`src/hdl/bdlp_pkg.sv`:
```
// Shared types and constants for the button debounce and long-press detector.
`default_nettype none
package bdlp_pkg;

  localparam int NOW_BITS      = 32;
  localparam int THR_BITS      = 16;
  localparam int MASK_BITS     = 5;
  localparam int CFG_IDX_W     = 2;
  localparam int CFG_DATA_W    = 16;
  localparam int TIME_BITS_DEF = 32;

  localparam logic [THR_BITS-1:0]  DEBOUNCE_RST = 16'd20;
  localparam logic [THR_BITS-1:0]  LONG_RST     = 16'd1000;
  localparam logic [MASK_BITS-1:0] MASK_RST     = 5'd0;

  localparam logic [CFG_IDX_W-1:0] CFG_DEBOUNCE = 2'd0;
  localparam logic [CFG_IDX_W-1:0] CFG_LONG     = 2'd1;
  localparam logic [CFG_IDX_W-1:0] CFG_PAUSE    = 2'd2;

  localparam int PM_DOWN   = 0;
  localparam int PM_UP     = 1;
  localparam int PM_CLICK  = 2;
  localparam int PM_LSTART = 3;
  localparam int PM_LEND   = 4;

  typedef enum logic [1:0] {
    PH_IDLE     = 2'd0,
    PH_DEBOUNCE = 2'd1,
    PH_PRESSED  = 2'd2,
    PH_LONG     = 2'd3
  } phase_t;

  typedef struct packed {
    logic                raw_level;
    logic [NOW_BITS-1:0] now_ms;
  } in_t;

  typedef struct packed {
    logic       ev_down;
    logic       ev_up;
    logic       ev_click;
    logic       ev_long_start;
    logic       ev_long_end;
    logic       is_held;
    logic [1:0] phase_now;
  } out_t;

  typedef struct packed {
    logic [THR_BITS-1:0]  debounce_ms;
    logic [THR_BITS-1:0]  long_press_ms;
    logic [MASK_BITS-1:0] ev_mute;
  } cfg_t;

endpackage
`default_nettype wire

```
`src/hdl/bdlp_in_stage.sv`:
```
// Input register stage: holds one accepted poll until the phase logic takes it.
`default_nettype none
module bdlp_in_stage
  import bdlp_pkg::*;
(
  input  wire logic clk,
  input  wire logic rst_n,
  input  wire logic in_valid,
  output logic      in_ready,
  input  wire in_t  in_data,
  output logic      s_valid,
  input  wire logic s_take,
  output in_t       s_data
);

  logic valid_r, valid_nxt;
  in_t  data_r;

  assign in_ready  = !valid_r || s_take;
  assign valid_nxt = in_ready ? in_valid : valid_r;

  always_ff @(posedge clk) begin
    if (!rst_n) begin
      valid_r <= 1'b0;
    end else begin
      valid_r <= valid_nxt;
    end
  end

  always_ff @(posedge clk) begin
    if (in_valid && in_ready) begin
      data_r <= in_data;
    end
  end

  assign s_valid = valid_r;
  assign s_data  = data_r;

endmodule
`default_nettype wire

```
`src/hdl/bdlp_fsm.sv`:
```
// Phase machine: elapsed time, threshold compares, phase and mark update, event gating.
`default_nettype none
module bdlp_fsm
  import bdlp_pkg::*;
#(
  parameter int TIME_BITS = TIME_BITS_DEF
) (
  input  wire logic clk,
  input  wire logic rst_n,
  input  wire logic step,
  input  wire in_t  item,
  input  wire cfg_t cfg,
  output out_t      res
);

  localparam int NB = (TIME_BITS < NOW_BITS) ? TIME_BITS : NOW_BITS;

  phase_t               phase_r, phase_nxt;
  logic [TIME_BITS-1:0] mark_r, mark_nxt;
  logic [TIME_BITS-1:0] now_w;
  logic [TIME_BITS-1:0] elapsed;
  logic                 pressed;
  logic                 deb_done;
  logic                 long_done;
  out_t                 res_c;

  assign now_w     = TIME_BITS'(item.now_ms[NB-1:0]);
  assign elapsed   = now_w - mark_r;
  assign pressed   = !item.raw_level;
  assign deb_done  = elapsed >= TIME_BITS'(cfg.debounce_ms);
  assign long_done = elapsed >= TIME_BITS'(cfg.long_press_ms);

  always_comb begin
    phase_nxt = phase_r;
    mark_nxt  = mark_r;
    res_c     = '0;
    case (phase_r)
      PH_IDLE: begin
        if (pressed) begin
          phase_nxt = PH_DEBOUNCE;
          mark_nxt  = now_w;
        end
      end
      PH_DEBOUNCE: begin
        if (!pressed) begin
          phase_nxt = PH_IDLE;
        end else if (deb_done) begin
          phase_nxt     = PH_PRESSED;
          mark_nxt      = now_w;
          res_c.ev_down = !cfg.ev_mute[PM_DOWN];
        end
      end
      PH_PRESSED: begin
        if (!pressed) begin
          phase_nxt      = PH_IDLE;
          res_c.ev_up    = !cfg.ev_mute[PM_UP];
          res_c.ev_click = !cfg.ev_mute[PM_CLICK];
        end else if (long_done) begin
          phase_nxt           = PH_LONG;
          res_c.ev_long_start = !cfg.ev_mute[PM_LSTART];
        end
      end
      PH_LONG: begin
        if (!pressed) begin
          phase_nxt         = PH_IDLE;
          res_c.ev_up       = !cfg.ev_mute[PM_UP];
          res_c.ev_long_end = !cfg.ev_mute[PM_LEND];
        end
      end
      default: begin
        phase_nxt = PH_IDLE;
      end
    endcase
    res_c.is_held   = (phase_nxt == PH_PRESSED) || (phase_nxt == PH_LONG);
    res_c.phase_now = phase_nxt;
  end

  always_ff @(posedge clk) begin
    if (!rst_n) begin
      phase_r <= PH_IDLE;
      mark_r  <= '0;
    end else if (step) begin
      phase_r <= phase_nxt;
      mark_r  <= mark_nxt;
    end
  end

  assign res = res_c;

endmodule
`default_nettype wire

```
`src/hdl/button_debounce_long_press.sv`:
```
// Top level: configuration registers, input stage, phase machine and result register.
`default_nettype none
// One poll (raw active-low level plus millisecond timestamp) is taken per clock cycle
// while out_ready does not hold back the result register; its result beat is offered
// from the result register once the phase logic has taken the poll from the input
// register. Polls pass through an input register, one pass of the phase logic (a
// TIME_BITS-wide subtract and two compares against the 16-bit thresholds) and a result
// register. Each poll yields exactly one result beat. Configuration writes act at once
// and are meant to be made while no poll is in flight.
module button_debounce_long_press
  import bdlp_pkg::*;
#(
  parameter int TIME_BITS = TIME_BITS_DEF
) (
  input  wire logic                  clk,
  input  wire logic                  rst_n,
  input  wire logic                  in_valid,
  output logic                       in_ready,
  input  wire in_t                   in_data,
  output logic                       out_valid,
  input  wire logic                  out_ready,
  output out_t                       out_data,
  input  wire logic                  cfg_we,
  input  wire logic [CFG_IDX_W-1:0]  cfg_index,
  input  wire logic [CFG_DATA_W-1:0] cfg_wdata
);

  cfg_t cfg_r;
  logic s_valid;
  logic s_take;
  in_t  s_data;
  out_t res;
  logic out_valid_r, out_valid_nxt;
  out_t out_data_r;

  always_ff @(posedge clk) begin
    if (!rst_n) begin
      cfg_r.debounce_ms   <= DEBOUNCE_RST;
      cfg_r.long_press_ms <= LONG_RST;
      cfg_r.ev_mute       <= MASK_RST;
    end else if (cfg_we) begin
      case (cfg_index)
        CFG_DEBOUNCE: cfg_r.debounce_ms   <= cfg_wdata[THR_BITS-1:0];
        CFG_LONG:     cfg_r.long_press_ms <= cfg_wdata[THR_BITS-1:0];
        CFG_PAUSE:    cfg_r.ev_mute       <= cfg_wdata[MASK_BITS-1:0];
        default: ;
      endcase
    end
  end

  bdlp_in_stage u_in (
    .clk      (clk),
    .rst_n    (rst_n),
    .in_valid (in_valid),
    .in_ready (in_ready),
    .in_data  (in_data),
    .s_valid  (s_valid),
    .s_take   (s_take),
    .s_data   (s_data)
  );

  bdlp_fsm #(
    .TIME_BITS (TIME_BITS)
  ) u_fsm (
    .clk   (clk),
    .rst_n (rst_n),
    .step  (s_take),
    .item  (s_data),
    .cfg   (cfg_r),
    .res   (res)
  );

  assign s_take        = s_valid && (!out_valid_r || out_ready);
  assign out_valid_nxt = s_take || (out_valid_r && !out_ready);

  always_ff @(posedge clk) begin
    if (!rst_n) begin
      out_valid_r <= 1'b0;
    end else begin
      out_valid_r <= out_valid_nxt;
    end
  end

  always_ff @(posedge clk) begin
    if (s_take) begin
      out_data_r <= res;
    end
  end

  assign out_valid = out_valid_r;
  assign out_data  = out_data_r;

  a_held_matches_phase: assert property (@(posedge clk) disable iff (!rst_n)
    out_valid |-> (out_data.is_held ==
      ((out_data.phase_now == PH_PRESSED) || (out_data.phase_now == PH_LONG))))
    else $error("is_held disagrees with phase_now");

  a_release_to_idle: assert property (@(posedge clk) disable iff (!rst_n)
    (out_valid && (out_data.ev_up || out_data.ev_click || out_data.ev_long_end))
      |-> (out_data.phase_now == PH_IDLE))
    else $error("release event without return to idle");

  a_one_transition: assert property (@(posedge clk) disable iff (!rst_n)
    out_valid |-> $onehot0({out_data.ev_down, out_data.ev_long_start,
                            out_data.ev_click, out_data.ev_long_end}))
    else $error("more than one transition event in a beat");

  a_take_fills_out: assert property (@(posedge clk) disable iff (!rst_n)
    s_take |=> out_valid)
    else $error("processed poll produced no result beat");

endmodule
`default_nettype wire
```
`config.mk`:
```
export PLATFORM = sky130hd
export DESIGN_NAME = button_debounce_long_press
export DESIGN_NICKNAME = d
export VERILOG_FILES = /design/src/hdl/bdlp_pkg.sv /design/src/hdl/bdlp_in_stage.sv /design/src/hdl/bdlp_fsm.sv /design/src/hdl/button_debounce_long_press.sv
export SDC_FILE = /design/constraint.sdc
export NUM_CORES = 1
export LEC_CHECK = 0
export BUFFER_PORTS_ARGS = -buffer_cell sky130_fd_sc_hd__clkbuf_2
export CAP_MARGIN = 20
export CORE_MARGIN = 2
export CORE_UTILIZATION = 40
export DETAILED_ROUTE_END_ITERATION = 16
export MAX_ROUTING_LAYER = met4
export PLACE_DENSITY = 0.56
export REMOVE_ABC_BUFFERS = 1
export SYNTH_ARGS = -nofsm -noshare
export SYNTH_HDL_FRONTEND = slang
export SYNTH_SLANG_ARGS = --single-unit
export TNS_END_PERCENT = 5
```
`constraint.sdc`:
```
create_clock -name clk -period 9.46 [get_ports clk]
set_input_delay 1.892 -clock clk [delete_from_list [all_inputs] [get_ports clk]]
set_output_delay 1.892 -clock clk [all_outputs]
set_load 0.01 [all_outputs]
```
== Word-level counts from Yosys, hierarchy flattened ==
Cells that the tools add are included.
Cells by class
  equality and inequality tests: 10
  $lt $le $gt $ge: 2
  reductions and logical operators: 26
  muxes and demuxes: 14
  add/subtract/negate cells: 1
  bitwise operators: 4
Operators by type and width (count)
  $mux 32: 3
  $ge 32x16->1: 2
  $pmux 32 s2: 1
  $sub 32x32->32: 1
  $mux 2: 7
  $eq 2x2->1 const B: 5
  $reduce_and 2->1: 5
  $logic_not 1->1: 8
  $pmux 2 s4: 1
  $reduce_or 3->1: 2
  $reduce_and 5->1: 1
  $eq 2x1->1 const B: 2
  $logic_not 2->1: 2
  $logic_or 1x1->1: 4
  $ne 2x2->1 const B: 2
  $not 1->1: 4
  $logic_and 1x1->1: 3
  $ne 2x1->1 const B: 1
  $pmux 1 s2: 1
  $reduce_bool 2->1: 1
  $mux 1: 1
Word-level totals
  output and inout port bits: 10
  logic and storage cells: 73
  register bits after elaboration: 114
  bits of input ports: 56

== Logic depth before layout (Yosys ltp) ==
  depth after elaboration: 7
  gate-level depth with buffers: 18
  gate-level depth less buffers: 17

== Modules after synthesis ==
A second synthesis with hierarchy kept.
Unflattened totals
  cells, all modules: 790
  area, all modules: 7149.4 µm²
By module, submodules not included
  bdlp_fsm: area an instance 4335.4 µm², cells each 589, sequential area each 680.7 µm², times used 1
  button_debounce_long_press: area an instance 1765.4 µm², cells each 163, sequential area each 1001.0 µm², times used 1
  bdlp_in_stage: area an instance 1048.5 µm², cells each 38, sequential area each 1011.0 µm², times used 1

== Worst setup path before layout ==
OpenSTA, ideal clock, no wires.
  kind: input to output
  from: input port out_ready
  to: output port in_ready
  stages on the path: 2
  arrival: 2208 ps
  path slack: 5360 ps
  path buffers: 0
  required time: 7568 ps
  cells stage by stage: nor2b_1 nand2_1
On the way
  word-level cells in the longest chain between the ends: 3
Ends and longest elaborated chain
  from (decl): line button_debounce_long_press.sv:21  | input wire logic out_ready,
  $logic_or 1x1->1: line button_debounce_long_press.sv:73  | assign s_take = s_valid && (!out_valid_r || out_ready);
  $logic_and 1x1->1: line button_debounce_long_press.sv:73
  $logic_or 1x1->1: line bdlp_in_stage.sv:19  | assign in_ready = !valid_r || s_take;
  to (decl): line button_debounce_long_press.sv:18  | output logic in_ready,
Every way passes these cells.

== Worst setup path after layout ==
  from: register u_in.data_r (netlist bit u_in.s_data[4])
  to: register u_fsm.mark_r[24]
On the way
  word-level cells in the longest chain between the ends: 4
Ends and longest elaborated chain
  from (decl): line bdlp_in_stage.sv:17  | in_t data_r;
  from (signal assigned): line bdlp_in_stage.sv:32  | data_r <= in_data;
  $sub 32x32->32: line bdlp_fsm.sv:28  | assign elapsed = now_w - mark_r;
  $ge 32x16->1: line bdlp_fsm.sv:30  | assign deb_done = elapsed >= TIME_BITS'(cfg.debounce_ms);
  $ne 2x1->1 (no source line)
  $reduce_and 5->1 (no source line)
  to (signal assigned): line bdlp_fsm.sv:84  | mark_r <= mark_nxt;
  to (decl): line bdlp_fsm.sv:19  | logic [TIME_BITS-1:0] mark_r, mark_nxt;
Every way passes these cells.
A chain may end at the register's enable or synchronous reset.

==> results.sh <==
export IMPL_status="completed"
export IMPL_worstSkewPairLatency_ns=0.43
export IMPL_gp_congestion=0.926
export IMPL_finClkSkew_ns=0.0129
export IMPL_hold_buffers=0
export IMPL_grt_pass1_vias=5490
export IMPL_critPathMaxFanout=28
export IMPL_r2r_end="u_fsm.mark_r[24]"
export IMPL_cts_tree="yes"
export IMPL_setup_tns_ns=0
export IMPL_hold_class="register to register"
export IMPL_ff2ff_setup_slack_ns=5.02
export IMPL_whs_path_depth=2
export IMPL_arrival_ns=4.72
export IMPL_io_buffers=65
export IMPL_dp_hpwl_mm=12.0
export IMPL_die_x_um=137
export IMPL_endpoint_kind="register"
export IMPL_grt_max_degree=106
export IMPL_dieArea_mm2=0.0189
export IMPL_min_delay_start="u_fsm.mark_r[4]"
export IMPL_synth_compound_area_frac=0.176
export IMPL_cts_root_buffer="clkbuf_16"
export IMPL_stdcell_count=1109
export IMPL_cts_resized=0
export IMPL_synth_fa_ha_area_frac=0.114
export IMPL_cpPeakStageDelay_ns=0.40
export IMPL_clockBufferDepth=2
export IMPL_relSlewSlack=0.330
export IMPL_ant_nets=0
export IMPL_startpoint="u_in.s_data[4]"
export IMPL_fillers=1678
export IMPL_drc=0
export IMPL_setup_ws_ns=5.02
export IMPL_dp_cells=1077
export IMPL_gr_total_overflow=0
export IMPL_critPathLaunchType="register"
export IMPL_pre_cts_ws_ns=4.98
export IMPL_p_leak_uw=0.00328
export IMPL_synth_xor_area_frac=0.0281
export IMPL_r2r_cells=16
export IMPL_synth_edf_count=41
export IMPL_initial_core_util=0.410
export IMPL_cap_violations=0
export IMPL_syn2layout_area_growth_pct=15.1
export IMPL_power_density_mw_per_mm2=173
export IMPL_ir_worst_vdd_uv=127
export IMPL_synth_top_family_by_area="simple AND/OR/NAND/NOR gates"
export IMPL_hold_end="u_fsm.mark_r[4]"
export IMPL_final_nets=991
export IMPL_ys_seq_area_frac=0.379
export IMPL_synthSimpleGateAreaFrac=0.189
export IMPL_grt_setup_unrepaired="no"
export IMPL_vias_per_cell=5.16
export IMPL_wl_per_cell_um=14.6
export IMPL_timing_final_crit_share=0.469
export IMPL_track_usage=0.190
export IMPL_worstSetupPathType="register to register"
export IMPL_dr_pass1_iters=5
export IMPL_setup_viol_count_final=0
export IMPL_seq_area_mm2=0.00269
export IMPL_rows=48
export IMPL_cp_required_ns=9.74
export IMPL_max_freq_mhz=225
export IMPL_antenna_found_initial=0
export IMPL_ctsHtreeMaxLevel=4
export IMPL_path_delay_family="compound AO/OA/AOI/OAI gates"
export IMPL_finalHoldViolations=0
export IMPL_reg2reg_from="u_in.s_data[4]"
export IMPL_ys_flop_type="dfxtp_1"
export IMPL_drt_iter0_markers=317
export IMPL_ios=66
export IMPL_post_cts_buffers=0
export IMPL_drive_gt1_frac=0.138
export IMPL_min_period_ns=4.44
export IMPL_cp_slowest_cell="edfxtp_1"
export IMPL_die_y_um=137
export IMPL_synth_area_mm2=0.00711
export IMPL_vias=5721
export IMPL_crit_chain="ha_1 -> o211ai_1 -> a21oi_1 -> o21ai_0 -> a21oi_1 -> nor2b_1 -> xnor2_1 -> ha_1 -> a21o_1 -> a21o_1 -> a221oi_1 -> o221ai_1 -> a211oi_2 -> a31oi_4 -> buf_4 -> mux2i_1"
export IMPL_worst_pin_slew_ns=1.00
export IMPL_maxSlewViolCount=0
export IMPL_path_buf_inv=1
export IMPL_wl_mm=16.2
export IMPL_clkSlewWorstSetupHoldPaths_ns=0.06
export IMPL_synth_distinct_cells=72
export IMPL_syn_avg_cell_area_um2=8.70
export IMPL_core_area_mm2=0.0174
export IMPL_synth_async_reset_ratio=0
export IMPL_synthMuxAreaShare=0.0549
export IMPL_numCtsBuffers=17
export IMPL_antenna_cells=0
export IMPL_cts_sinks=114
export IMPL_grt_pass1_wl_mm=27.1
export IMPL_ys_warn_count=0
export IMPL_ys_ff_latch=114
export IMPL_multi_input_area_mm2=0.00401
export IMPL_syn_inst=817
-- synth_stat cells (10+ instances only) --
library cell / count / area, um2
a21boi_0: 25 / 188
a21o_1: 13 / 97.6
a21oi_1: 51 / 255
buf_2: 12 / 60.1
clkbuf_1: 21 / 78.8
dfxtp_1: 73 / 1460
edfxtp_1: 41 / 1230
ha_1: 63 / 788
inv_1: 75 / 282
mux2i_1: 39 / 390
nand2_1: 165 / 619
nand4_1: 16 / 100
nor2_1: 32 / 120
nor2b_1: 10 / 62.6
nor3_1: 10 / 50.1
o211ai_1: 18 / 135
o21a_1: 10 / 75.1
o21ai_0: 20 / 100
xnor2_1: 13 / 114
-- state kept, by name (all words and copies together), names as in the netlist --
| register | flops |
|---|---|
| cfg_r | 37 |
| out_data | 8 |
| out_valid | 1 |
| u_fsm.mark_r | 32 |
| u_fsm.phase_r | 2 |
| u_in.s_data | 33 |
| u_in.s_valid | 1 |
-- stage by stage --
stage	utilization	power [uW]	instance area, um2	hold WS (ns)
after floorplan	-	740	6970	0.435
after global placement	0.439	820	7620	0.442
after detailed placement	0.439	819	7620	0.448
after CTS	0.471	1430	8180	0.458
after global routing	0.471	1490	8180	0.470
final	0.471	1420	8180	0.454
-- final cells by class --
type	instances	share of cell area
repair buffers	69	0.0434
inverters	75	0.0344
clock inverters	14	0.0159
clock buffers	18	0.0524
flip-flops and latches	114	0.329
multi-input cells	594	0.490
well taps	225	0.0344
-- worst reg2reg max path, cell delays in order (launching register included) --
cell	delay (ns)
edfxtp_1	0.40
ha_1	0.39
o211ai_1	0.11
a21oi_1	0.28
o21ai_0	0.22
a21oi_1	0.28
nor2b_1	0.09
xnor2_1	0.26
ha_1	0.31
a21o_1	0.18
a21o_1	0.17
a221oi_1	0.27
o221ai_1	0.19
a211oi_2	0.37
a31oi_4	0.22
buf_4	0.34
mux2i_1	0.22
-- worst max path at each step --
stage	to	slack, ns	cells past startpoint
floorplan	u_fsm.mark_r[0]	4.97	5
global placement	u_fsm.mark_r[20]	5.11	16
detailed placement	u_fsm.mark_r[25]	4.98	16
CTS	u_fsm.mark_r[24]	4.98	16
global route	u_fsm.mark_r[6]	4.66	16
finish	u_fsm.mark_r[24]	5.02	16
-- where the power goes --
part / total (uW) / internal [uW] / switching (uW)
Clock: 609 / 363 / 245
Combinational: 268 / 109 / 159
Sequential: 543 / 531 / 11.5
Total: 1420 / 1000 / 416
-- kinds of logic after synthesis --
| group | count (synthesis) |
|---|---|
| simple gates | 285 |
| compound gates | 184 |
| flops | 114 |
| buf+inv | 109 |
| fa+ha+maj | 64 |
| mux | 39 |
| xor+xnor | 22 |
-- routing by layer --
metal	global-route usage	up-vias	routed length [um]
met5	-	-	0
met4	0.0699	0	282
met3	0.0379	21	644
met2	0.289	100	7000
met1	0.251	2626	8270
li1	-	2974	-
-- cells in the final DEF (no fill, tap or decap), types with 7 or more instances in the layout --
cell type  netlist  final
ha_1            63     63
nand2b_1         7      7
clkbuf_2         0     64
xnor2_1         13     13
nand4_1         16     16
inv_1           75     75
a21o_1          13     13
nor2b_1         10     10
o21ai_0         20     20
nand2_1        165    165
dfxtp_1         73     73
a21boi_0        25     25
o21a_1          10     10
edfxtp_1        41     41
clkbuf_16        0     17
a21oi_1         51     51
nand3_1          8      8
xor2_1           8      8
nor2_1          32     31
nor3_1          10     10
o211ai_1        18     18
mux2i_1         39     39
Note: power is estimated with default switching activity, not from simulation.
